<file path="src/hw/rtl/hqpam_pkg.sv">
// ----------------------------------------------------------------------------
// hqpam_pkg: shared types and helpers for the quad-plane attitude mixer
// Frame and result structs, field widths, register indexes and saturation.
// ----------------------------------------------------------------------------
package hqpam_pkg;

	localparam int CH_W   = 12;
	localparam int ATT_W  = 16;
	localparam int NUM_W  = 24;   // 32*k*(stick-mid), signed
	localparam int DEN_W  = 13;   // stick span, signed
	localparam int QMAG_W = NUM_W - 1;
	localparam int DMAG_W = DEN_W - 1;
	localparam int CNT_W  = $clog2(QMAG_W);
	localparam int ACC_W  = 34;

	localparam logic [2:0] REG_CONTROL_MODE   = 3'd0;
	localparam logic [2:0] REG_ONBOARD_MIXING = 3'd1;
	localparam logic [2:0] REG_STICK_MIN      = 3'd2;
	localparam logic [2:0] REG_STICK_MID      = 3'd3;
	localparam logic [2:0] REG_STICK_MAX      = 3'd4;
	localparam logic [2:0] REG_OUT_MIN        = 3'd5;
	localparam logic [2:0] REG_OUT_MID        = 3'd6;

	typedef struct packed {
		logic [CH_W-1:0]         throttle_pw;
		logic [CH_W-1:0]         aileron_pw;
		logic [CH_W-1:0]         elevator_pw;
		logic [CH_W-1:0]         rudder_pw;
		logic [CH_W-1:0]         rx_arm;
		logic [CH_W-1:0]         autopilot_pw;
		logic signed [ATT_W-1:0] roll_angle;
		logic signed [ATT_W-1:0] pitch_angle;
		logic signed [ATT_W-1:0] roll_dps;
		logic signed [ATT_W-1:0] pitch_dps;
		logic signed [ATT_W-1:0] yaw_dps;
	} in_t;

	typedef struct packed {
		logic [CH_W-1:0] quad_ch1;
		logic [CH_W-1:0] quad_ch2;
		logic [CH_W-1:0] quad_ch3;
		logic [CH_W-1:0] quad_ch4;
		logic [CH_W-1:0] quad_ch5;
		logic [CH_W-1:0] plane_aileron;
		logic [CH_W-1:0] plane_elevator;
		logic [CH_W-1:0] plane_rudder;
	} out_t;

	function automatic logic signed [ACC_W-1:0] clamp_acc(
		input logic signed [ACC_W-1:0] v, input logic signed [ACC_W-1:0] lim);
		logic signed [ACC_W-1:0] r;
		if (v > lim) r = lim;
		else if (v < -lim) r = -lim;
		else r = v;
		return r;
	endfunction

	function automatic logic [CH_W-1:0] sat12(input logic signed [ACC_W-1:0] v);
		logic [CH_W-1:0] r;
		if (v < 0) r = '0;
		else if (v > ACC_W'(4095)) r = '1;
		else r = v[CH_W-1:0];
		return r;
	endfunction

endpackage

</file>
<file path="src/hw/rtl/hybrid_quad_plane_attitude_mixer_unit.sv">
// sequence: after each input transfer, four stick commands pass through one
// shared bit-serial divider, then the two mix states, the result register and
// the output register
// flow: input stalls after each transfer until the result register takes the
// frame's result, longer while both result registers wait on a stalled output
// reset: control and configuration registers return to their defaults, stored motor values clear to zero
// ----------------------------------------------------------------------------
// hybrid_quad_plane_attitude_mixer_unit: quad-plane attitude mixer
// PD stabilize / acro loops, four-motor X mix and airplane servo loops.
// ----------------------------------------------------------------------------
module hybrid_quad_plane_attitude_mixer_unit
	import hqpam_pkg::*;
(
	input  logic             clk,
	input  logic             arst_n,
	input  logic             cfg_we,
	input  logic [2:0]       cfg_addr,
	input  logic [CH_W-1:0]  cfg_data,
	input  logic             in_valid,
	output logic             in_stall,
	input  in_t              in_data,
	output logic             out_valid,
	input  logic             out_stall,
	output out_t             out_data
);

	typedef enum logic [4:0] {
		S_IDLE   = 5'b00001,
		S_DIV_GO = 5'b00010,
		S_DIV_WT = 5'b00100,
		S_MIXA   = 5'b01000,
		S_MIXB   = 5'b10000
	} state_t;

	localparam logic signed [ACC_W-1:0] LIM4 = ACC_W'(8000);
	localparam logic signed [ACC_W-1:0] LIM5 = ACC_W'(16000);

	state_t state_q;
	logic signed [2:0] mode_q;
	logic              mixing_q;
	logic [CH_W-1:0]   smin_q, smid_q, smax_q, omin_q, omid_q;
	logic [CH_W-1:0]   motor_q [4];
	in_t               item_q;
	logic [1:0]        idx_q;
	logic signed [NUM_W-1:0] cmd_q [4];
	logic signed [17:0] dr_q, dp_q, dy_q;
	logic signed [13:0] ail_q;
	logic signed [14:0] ele_q;
	logic              mix_en_q;
	logic              out_pend_q, out_valid_q;
	out_t              res_q, out_q;
	logic              out_move, res_load;

	// divider operand selection
	logic [CH_W-1:0]         stick;
	logic signed [11:0]      k32;
	logic signed [DEN_W-1:0] diff, span;
	logic signed [NUM_W:0]   prod;
	logic                    div_start, div_done;
	logic signed [NUM_W-1:0] div_quot;

	always_comb begin
		unique case (idx_q)
			2'd0: begin stick = item_q.aileron_pw;  k32 = 12'sd960;  end
			2'd1: begin stick = item_q.elevator_pw; k32 = 12'sd960;  end
			2'd2: begin stick = item_q.rudder_pw;   k32 = 12'sd1600; end
			default: begin stick = item_q.aileron_pw; k32 = 12'sd1600; end
		endcase
	end

	assign diff = $signed({1'b0, stick}) - $signed({1'b0, smid_q});
	assign span = $signed({1'b0, smax_q}) - $signed({1'b0, smin_q});
	assign prod = diff * k32;
	assign div_start = (state_q == S_DIV_GO);

	hqpam_div u_div (
		.clk    (clk),
		.arst_n (arst_n),
		.start  (div_start),
		.num    (prod[NUM_W-1:0]),
		.den    (span),
		.done   (div_done),
		.quot   (div_quot)
	);

	// stage a: loop terms
	logic signed [ACC_W-1:0] r30, p30, y50, r50, roll, pitch, pr, qr, yr;
	logic signed [ACC_W-1:0] s_dy, s_dr, s_dp, s_ail, s_ele;
	logic signed [17:0] a_dr, a_dp, a_dy;
	logic ap_on, stab, mix_en;

	always_comb begin
		r30   = ACC_W'(cmd_q[0]);
		p30   = ACC_W'(cmd_q[1]);
		y50   = ACC_W'(cmd_q[2]);
		r50   = ACC_W'(cmd_q[3]);
		roll  = ACC_W'($signed(item_q.roll_angle));
		pitch = ACC_W'($signed(item_q.pitch_angle));
		pr    = ACC_W'($signed(item_q.roll_dps));
		qr    = ACC_W'($signed(item_q.pitch_dps));
		yr    = ACC_W'($signed(item_q.yaw_dps));
		s_dy  = -clamp_acc(50 * (yr - y50), LIM4);
		s_dr  = -clamp_acc(2 * (roll - r30) + 10 * pr, LIM4);
		s_dp  = clamp_acc(2 * (pitch + p30) + 10 * qr, LIM4);
		s_ail = clamp_acc(10 * (roll - r50) + 2 * pr, LIM4);
		s_ele = clamp_acc(20 * (pitch + p30) + qr, LIM5);
		a_dr  = 18'(($signed({1'b0, item_q.aileron_pw})  - $signed({1'b0, smid_q})) * 16);
		a_dp  = 18'(($signed({1'b0, item_q.elevator_pw}) - $signed({1'b0, smid_q})) * 16);
		a_dy  = 18'(($signed({1'b0, item_q.rudder_pw})   - $signed({1'b0, smid_q})) * 16);
		ap_on = item_q.autopilot_pw > smid_q;
		// negative mode: switch picks minus the mode, only minus one is a loop mode
		if (mode_q < 0) begin
			stab   = ap_on && (mode_q == -3'sd1);
			mix_en = !ap_on || (mode_q == -3'sd1);
		end else begin
			stab   = (mode_q == 3'sd1);
			mix_en = (mode_q == 3'sd0) || (mode_q == 3'sd1);
		end
		mix_en = mix_en && mixing_q;
	end

	// stage b: motor mix and outputs
	logic signed [ACC_W-1:0] t, dr, dp, dy, ail, ele, omid;
	logic [CH_W-1:0] m_new [4];
	out_t res;
	logic armed;

	always_comb begin
		t    = ACC_W'($signed({1'b0, item_q.throttle_pw})) * 16;
		dr   = ACC_W'(dr_q);
		dp   = ACC_W'(dp_q);
		dy   = ACC_W'(dy_q);
		ail  = ACC_W'(ail_q);
		ele  = ACC_W'(ele_q);
		omid = ACC_W'($signed({1'b0, omid_q}));
		if (mix_en_q) begin
			m_new[0] = sat12((t - dr + dp + dy) >>> 4);
			m_new[1] = sat12((t - dr - dp - dy) >>> 4);
			m_new[2] = sat12((t + dr + dp - dy) >>> 4);
			m_new[3] = sat12((t + dr - dp + dy) >>> 4);
		end else begin
			for (int i = 0; i < 4; i++) m_new[i] = motor_q[i];
		end
		armed = item_q.rx_arm > smid_q;
		if (!mixing_q) begin
			res.quad_ch1 = item_q.throttle_pw;
			res.quad_ch2 = item_q.aileron_pw;
			res.quad_ch3 = item_q.elevator_pw;
			res.quad_ch4 = item_q.rudder_pw;
			res.quad_ch5 = item_q.rx_arm;
		end else if (armed) begin
			res.quad_ch1 = m_new[0];
			res.quad_ch2 = m_new[1];
			res.quad_ch3 = m_new[2];
			res.quad_ch4 = m_new[3];
			res.quad_ch5 = item_q.rx_arm;
		end else begin
			res.quad_ch1 = omin_q;
			res.quad_ch2 = omin_q;
			res.quad_ch3 = omin_q;
			res.quad_ch4 = omin_q;
			res.quad_ch5 = omin_q;
		end
		res.plane_aileron  = sat12(((-ail) >>> 4) + omid);
		res.plane_elevator = sat12((ele >>> 5) + omid);
		res.plane_rudder   = sat12((ail >>> 4) + omid);
	end

	// configuration
	always_ff @(posedge clk or negedge arst_n) begin
		if (!arst_n) begin
			mode_q   <= '0;
			mixing_q <= 1'b0;
			smin_q   <= 12'd992;
			smid_q   <= 12'd1504;
			smax_q   <= 12'd2016;
			omin_q   <= 12'd992;
			omid_q   <= 12'd1504;
		end else if (cfg_we) begin
			unique case (cfg_addr)
				REG_CONTROL_MODE:   mode_q   <= cfg_data[2:0];
				REG_ONBOARD_MIXING: mixing_q <= cfg_data[0];
				REG_STICK_MIN:      smin_q   <= cfg_data;
				REG_STICK_MID:      smid_q   <= cfg_data;
				REG_STICK_MAX:      smax_q   <= cfg_data;
				REG_OUT_MIN:        omin_q   <= cfg_data;
				REG_OUT_MID:        omid_q   <= cfg_data;
				default: ;
			endcase
		end
	end

	// pending result moves to the output register when that one is free
	assign out_move = out_pend_q && (!out_valid_q || !out_stall);
	assign res_load = (state_q == S_MIXB) && (!out_pend_q || out_move);

	// sequencer
	always_ff @(posedge clk or negedge arst_n) begin
		if (!arst_n) begin
			state_q     <= S_IDLE;
			idx_q       <= '0;
			out_pend_q  <= 1'b0;
			out_valid_q <= 1'b0;
			for (int i = 0; i < 4; i++) motor_q[i] <= '0;
		end else begin
			if (out_move) out_valid_q <= 1'b1;
			else if (out_valid_q && !out_stall) out_valid_q <= 1'b0;
			if (res_load) out_pend_q <= 1'b1;
			else if (out_move) out_pend_q <= 1'b0;
			unique case (state_q)
				S_IDLE: if (in_valid && !in_stall) state_q <= S_DIV_GO;
				S_DIV_GO: state_q <= S_DIV_WT;
				S_DIV_WT: if (div_done) begin
					idx_q   <= idx_q + 1'b1;
					state_q <= (idx_q == 2'd3) ? S_MIXA : S_DIV_GO;
				end
				S_MIXA: state_q <= S_MIXB;
				S_MIXB: if (res_load) begin
					state_q <= S_IDLE;
					for (int i = 0; i < 4; i++) motor_q[i] <= m_new[i];
				end
				default: state_q <= S_IDLE;
			endcase
		end
	end

	always_ff @(posedge clk) begin
		if (state_q == S_IDLE && in_valid && !in_stall) item_q <= in_data;
		if (state_q == S_DIV_WT && div_done) cmd_q[idx_q] <= div_quot;
		if (state_q == S_MIXA) begin
			dr_q     <= stab ? 18'(s_dr) : a_dr;
			dp_q     <= stab ? 18'(s_dp) : a_dp;
			dy_q     <= stab ? 18'(s_dy) : a_dy;
			ail_q    <= 14'(s_ail);
			ele_q    <= 15'(s_ele);
			mix_en_q <= mix_en;
		end
		if (res_load) res_q <= res;
		if (out_move) out_q <= res_q;
	end

	assign in_stall  = (state_q != S_IDLE);
	assign out_valid = out_valid_q;
	assign out_data  = out_q;

`ifndef NO_ASSERTIONS
	a_start_state: assert property (@(posedge clk) disable iff (!arst_n)
		div_done |-> state_q == S_DIV_WT)
		else $error("divider finished outside the wait state");
	a_accept_go: assert property (@(posedge clk) disable iff (!arst_n)
		(in_valid && !in_stall) |=> state_q == S_DIV_GO)
		else $error("input transfer did not start the divisions");
	a_mix_idx: assert property (@(posedge clk) disable iff (!arst_n)
		state_q == S_MIXA |-> idx_q == 2'd0 && $past(div_done))
		else $error("mix entered before all stick commands were ready");
`endif

endmodule

</file>
<file path="src/hw/rtl/hqpam_div.sv">
// ----------------------------------------------------------------------------
// hqpam_div: iterative signed divider
// Restoring divide, one quotient bit per cycle, truncates toward zero;
// a zero divisor gives a zero quotient.
// ----------------------------------------------------------------------------
module hqpam_div
	import hqpam_pkg::*;
(
	input  logic                    clk,
	input  logic                    arst_n,
	input  logic                    start,
	input  logic signed [NUM_W-1:0] num,
	input  logic signed [DEN_W-1:0] den,
	output logic                    done,
	output logic signed [NUM_W-1:0] quot
);

	logic              busy_q, done_q, neg_q, zero_q;
	logic [CNT_W-1:0]  cnt_q;
	logic [QMAG_W-1:0] q_q;
	logic [DMAG_W-1:0] rem_q, dmag_q;
	logic [NUM_W-1:0]  nabs;
	logic [DEN_W-1:0]  dabs;
	logic [DMAG_W:0]   trial;
	logic              qbit;

	assign nabs  = num[NUM_W-1] ? NUM_W'(-num) : NUM_W'(num);
	assign dabs  = den[DEN_W-1] ? DEN_W'(-den) : DEN_W'(den);
	assign trial = {rem_q, q_q[QMAG_W-1]};
	assign qbit  = trial >= {1'b0, dmag_q};

	always_ff @(posedge clk or negedge arst_n) begin
		if (!arst_n) begin
			busy_q <= 1'b0;
			done_q <= 1'b0;
			cnt_q  <= '0;
		end else if (start) begin
			busy_q <= 1'b1;
			done_q <= 1'b0;
			cnt_q  <= '0;
		end else begin
			done_q <= busy_q && (cnt_q == CNT_W'(QMAG_W - 1));
			if (busy_q) begin
				cnt_q <= cnt_q + 1'b1;
				if (cnt_q == CNT_W'(QMAG_W - 1)) busy_q <= 1'b0;
			end
		end
	end

	always_ff @(posedge clk) begin
		if (start) begin
			q_q    <= nabs[QMAG_W-1:0];
			dmag_q <= dabs[DMAG_W-1:0];
			rem_q  <= '0;
			neg_q  <= num[NUM_W-1] ^ den[DEN_W-1];
			zero_q <= (den == '0);
		end else if (busy_q) begin
			// shift the next dividend bit in, quotient bit out at the bottom
			rem_q <= qbit ? DMAG_W'(trial - {1'b0, dmag_q}) : trial[DMAG_W-1:0];
			q_q   <= {q_q[QMAG_W-2:0], qbit};
		end
	end

	assign done = done_q;
	assign quot = zero_q ? '0 :
		(neg_q ? -$signed({1'b0, q_q}) : $signed({1'b0, q_q}));

endmodule

</file>
<file path="config.mk">
export PLATFORM = sky130hd
export DESIGN_NAME = hybrid_quad_plane_attitude_mixer_unit
export DESIGN_NICKNAME = d
export VERILOG_FILES = /design/src/hw/rtl/hqpam_pkg.sv /design/src/hw/rtl/hybrid_quad_plane_attitude_mixer_unit.sv /design/src/hw/rtl/hqpam_div.sv
export SDC_FILE = /design/constraint.sdc
export NUM_CORES = 2
export LEC_CHECK = 0
export ABC_AREA = 1
export BUFFER_PORTS_ARGS = -buffer_cell sky130_fd_sc_hd__buf_2
export CORE_MARGIN = 2
export CORE_UTILIZATION = 60
export DETAILED_ROUTE_END_ITERATION = 10
export PLACE_DENSITY = 0.85
export SLEW_MARGIN = 40
export SYNTH_ARGS = -nofsm -noshare
export SYNTH_HDL_FRONTEND = slang
export SYNTH_HIERARCHICAL = 1
export SYNTH_SLANG_ARGS = --single-unit
</file>
<file path="constraint.sdc">
create_clock -name clk -period 14.8 [get_ports clk]
set_input_delay 1.48 -clock clk [delete_from_list [all_inputs] [get_ports clk]]
set_output_delay 1.48 -clock clk [all_outputs]
set_load 0.005 [all_outputs]
</file>
==> impl_metrics.env <==
export IMPL_max_freq_mhz=111
export IMPL_post_cts_buffers=0
export IMPL_die_w_um=323
export IMPL_syn_cell_area_sq_um=60900
export IMPL_track_usage_pct=35.8
export IMPL_wl_met3_um=14600
export IMPL_place_congestion=1.04
export IMPL_reg2reg_slack_ns=5.81
export IMPL_start_util_pct=60.7
export IMPL_multiInputGateArea_sq_um=36300
export IMPL_worst_path_max_delay_cell="fa_1"
export IMPL_grt_pass1_vias=52135
export IMPL_std_cell_rows=116
export IMPL_holdPathStages=0
export IMPL_grt_max_degree=166
export IMPL_cts_resized=0
export IMPL_via_per_inst=5.76
export IMPL_fin_crit_sh_pct=60.7
export IMPL_yosysSeqAreaShare_pct=32.9
export IMPL_gr_total_overflow=0
export IMPL_dp_cells=9247
export IMPL_cap_violations=0
export IMPL_cts_hold_buf=0
export IMPL_ios=270
export IMPL_cp_max_fo=23
export IMPL_layout_commonest_cell="nand2_1"
export IMPL_final_cell_mix="2,018 x nand2_1, 1,144 x inv_1, 746 x ha_1"
export IMPL_layout_drive_gt1_share_pct=7.21
export IMPL_wl_met1_um=73800
export IMPL_reg2reg_to="u_div/q_q[15]"
export IMPL_ff2ff_path_depth=40
export IMPL_setup_viol=0
export IMPL_synth_warning_count=6
export IMPL_drc_errors=0
export IMPL_syn_inst=7666
export IMPL_wl_um=188000
export IMPL_place_ws_ns=6.02
export IMPL_worstSetupStartpointType="flop"
export IMPL_clkSinkCount=692
export IMPL_synth_avg_cell_area_sq_um=7.95
export IMPL_dieHeight_um=323
export IMPL_area_sequential_sq_um=20100
export IMPL_endpoint_kind="flop"
export IMPL_reg2reg_from="idx_q[1]"
export IMPL_drt_iter0_markers=5220
export IMPL_min_period_ns=8.99
export IMPL_cpMostUsedCell="inv_1"
export IMPL_synthArstFlopShare_pct=18.5
export IMPL_synth_edff_count=552
export IMPL_path_clk_slew_ns=0.07
export IMPL_synth_distinct_cells=77
export IMPL_finalNonFillerCells=9400
export IMPL_antenna_found_initial=12
export IMPL_hold_start="res_q[85]"
export IMPL_final_fill_count=8410
export IMPL_finalClockSkew_ns=0.0552
export IMPL_area_delta_synth_final_pct=9.68
export IMPL_drt_first_pass_iters=8
export IMPL_fin_ws_ns=5.81
export IMPL_vias=54118
export IMPL_final_hold_viol_count=0
export IMPL_synth_seq_cells=692
export IMPL_slew_headroom_pct=39.4
export IMPL_slew_violations=0
export IMPL_worst_hold_path_endpoint="out_data[85]"
export IMPL_met2WireLength_um=86400
export IMPL_cts_buffers=78
export IMPL_min_path_type="reg2reg"
export IMPL_cts_tree="yes"
export IMPL_grt_pass1_wl_um=287000
export IMPL_tightest_slew_ns=0.906
export IMPL_clockRootBuffer="clkbuf_16"
export IMPL_rsz0062_at_grt="false"
export IMPL_critPathArrivalTime_ns=9.37
export IMPL_layout_nets=9026
export IMPL_outcome="finished, final reports clean"
export IMPL_path_class="reg2reg"
export IMPL_crit_required_ns=15.18
export IMPL_setup_tns_ns=0
export IMPL_cts_htree_levels=3
export IMPL_synth_ff_type="edfxtp_1"
export IMPL_cts_buffer_depth=3
export IMPL_post_dp_hpwl_um=150000
export IMPL_wire_per_inst_um=20.0
export IMPL_core_sq_um=100000
export IMPL_die_area_sq_um=104000
export IMPL_worstSkewPairLatency_ns=0.70
export IMPL_maxUsedRoutingLayer="met5"
export IMPL_cpPeakStageDelay_ns=0.53
export IMPL_portBuffers=269
export IMPL_antenna_left=0
## area by class of cell
class                      count  share of cell area, %
clock inverter                54                   1.04
timing repair buffer         305                   2.49
multi-input combinational   5739                   54.3
inverter                    1155                   6.49
antenna                        7                 0.0262
sequential                   692                   30.0
tap                         1357                   2.54
clock buffer                  91                   3.09
## worst max-delay path by stage
stage	start	endpoint	slack, ns	depth (start not counted)
finish	idx_q[1]	u_div/q_q[15]	5.81	40
global route	idx_q[0]	u_div/q_q[11]	5.18	38
CTS	idx_q[0]	u_div/q_q[15]	5.95	40
detailed placement	idx_q[0]	u_div/q_q[15]	6.02	40
global placement	idx_q[0]	u_div/q_q[15]	6.12	40
floorplan	state_q[4]	state_q[0]	6.22	4
## metal layers
| layer | GRT usage (%) | vias up |
|---|---|---|
| met5 | 0 | - |
| met4 | 21.5 | 13 |
| met2 | 59.0 | 2369 |
| li1 | - | 26029 |
| met3 | 5.71 | 596 |
| met1 | 44.2 | 25111 |
## synth_stat cells, types with 5 or more instances
master | n | area (sq um)
nand3_2 | 16 | 160
buf_1 | 8 | 30.0
nor2_2 | 7 | 43.8
a31o_2 | 6 | 52.6
a31oi_1 | 48 | 300
fa_1 | 137 | 2740
dfrtp_1 | 101 | 2530
nand3b_1 | 34 | 255
a221oi_1 | 5 | 43.8
a21boi_0 | 20 | 150
o221ai_1 | 6 | 52.6
nand4_1 | 131 | 820
o21ai_2 | 6 | 52.6
xnor2_1 | 161 | 1410
edfxtp_1 | 552 | 16600
ha_1 | 746 | 9330
o21ai_0 | 321 | 1610
or2_2 | 13 | 81.3
nor3_1 | 70 | 350
o21bai_1 | 46 | 345
buf_2 | 16 | 80.1
nor4_1 | 25 | 156
a21oi_1 | 531 | 2660
and2_1 | 12 | 75.1
clkbuf_1 | 61 | 229
o31ai_1 | 12 | 90.1
o21a_1 | 12 | 90.1
o21ai_1 | 29 | 145
o211ai_1 | 32 | 240
inv_1 | 1147 | 4310
xor2_1 | 286 | 2500
dfxtp_1 | 12 | 240
nand3_1 | 351 | 1760
nand2_2 | 16 | 100
a21o_1 | 41 | 308
nor2_1 | 513 | 1930
nand2_1 | 2018 | 7570
a21boi_1 | 8 | 60.1
a211oi_1 | 12 | 90.1
dfstp_2 | 27 | 709
## kinds of logic after synthesis
group / synth area share, %
and+or+nand+nor: 22.3
buffers and inverters: 7.81
AOI/OAI and AO/OA: 10.7
adders and majority gates: 19.8
DFF: 32.9
xor gates and xnor gates: 6.42
other: 0.00615
muxes: 0.0164
## critical path: cells and delay by family, from the launching register on
family / cells / cell delay [ns]
xor+xnor: 3 / 0.73
fa+ha+maj: 9 / 3.65
buf+inv: 7 / 1.03
flops: 1 / 0.40
compound gates: 12 / 2.12
simple gates: 9 / 0.78
## flip-flops by register name, indices dropped and copies added, names as in the netlist, 13 cells and up
register and flops:
out_data 96, res_q 96, dp_q 17, motor_q 48, dy_q 17, item_q 152, ail_q 13, dr_q 17
cmd_q 96, u_div/q_q 23
## stage by stage
| step | cell area (sq um) | hold WS [ns] | util [%] |
|---|---|---|---|
| floorplan | 61000 | 0.400 | - |
| global placement | 63900 | 0.401 | 63.7 |
| detailed placement | 64000 | 0.405 | 63.7 |
| CTS | 66800 | 0.417 | 66.5 |
| global route | 66800 | 0.421 | 66.5 |
| finish | 66800 | 0.417 | 66.5 |
Power is left out: the tool's default activity adds up to more than one toggle a clock period on the data nets, which glitch-free logic cannot reach.
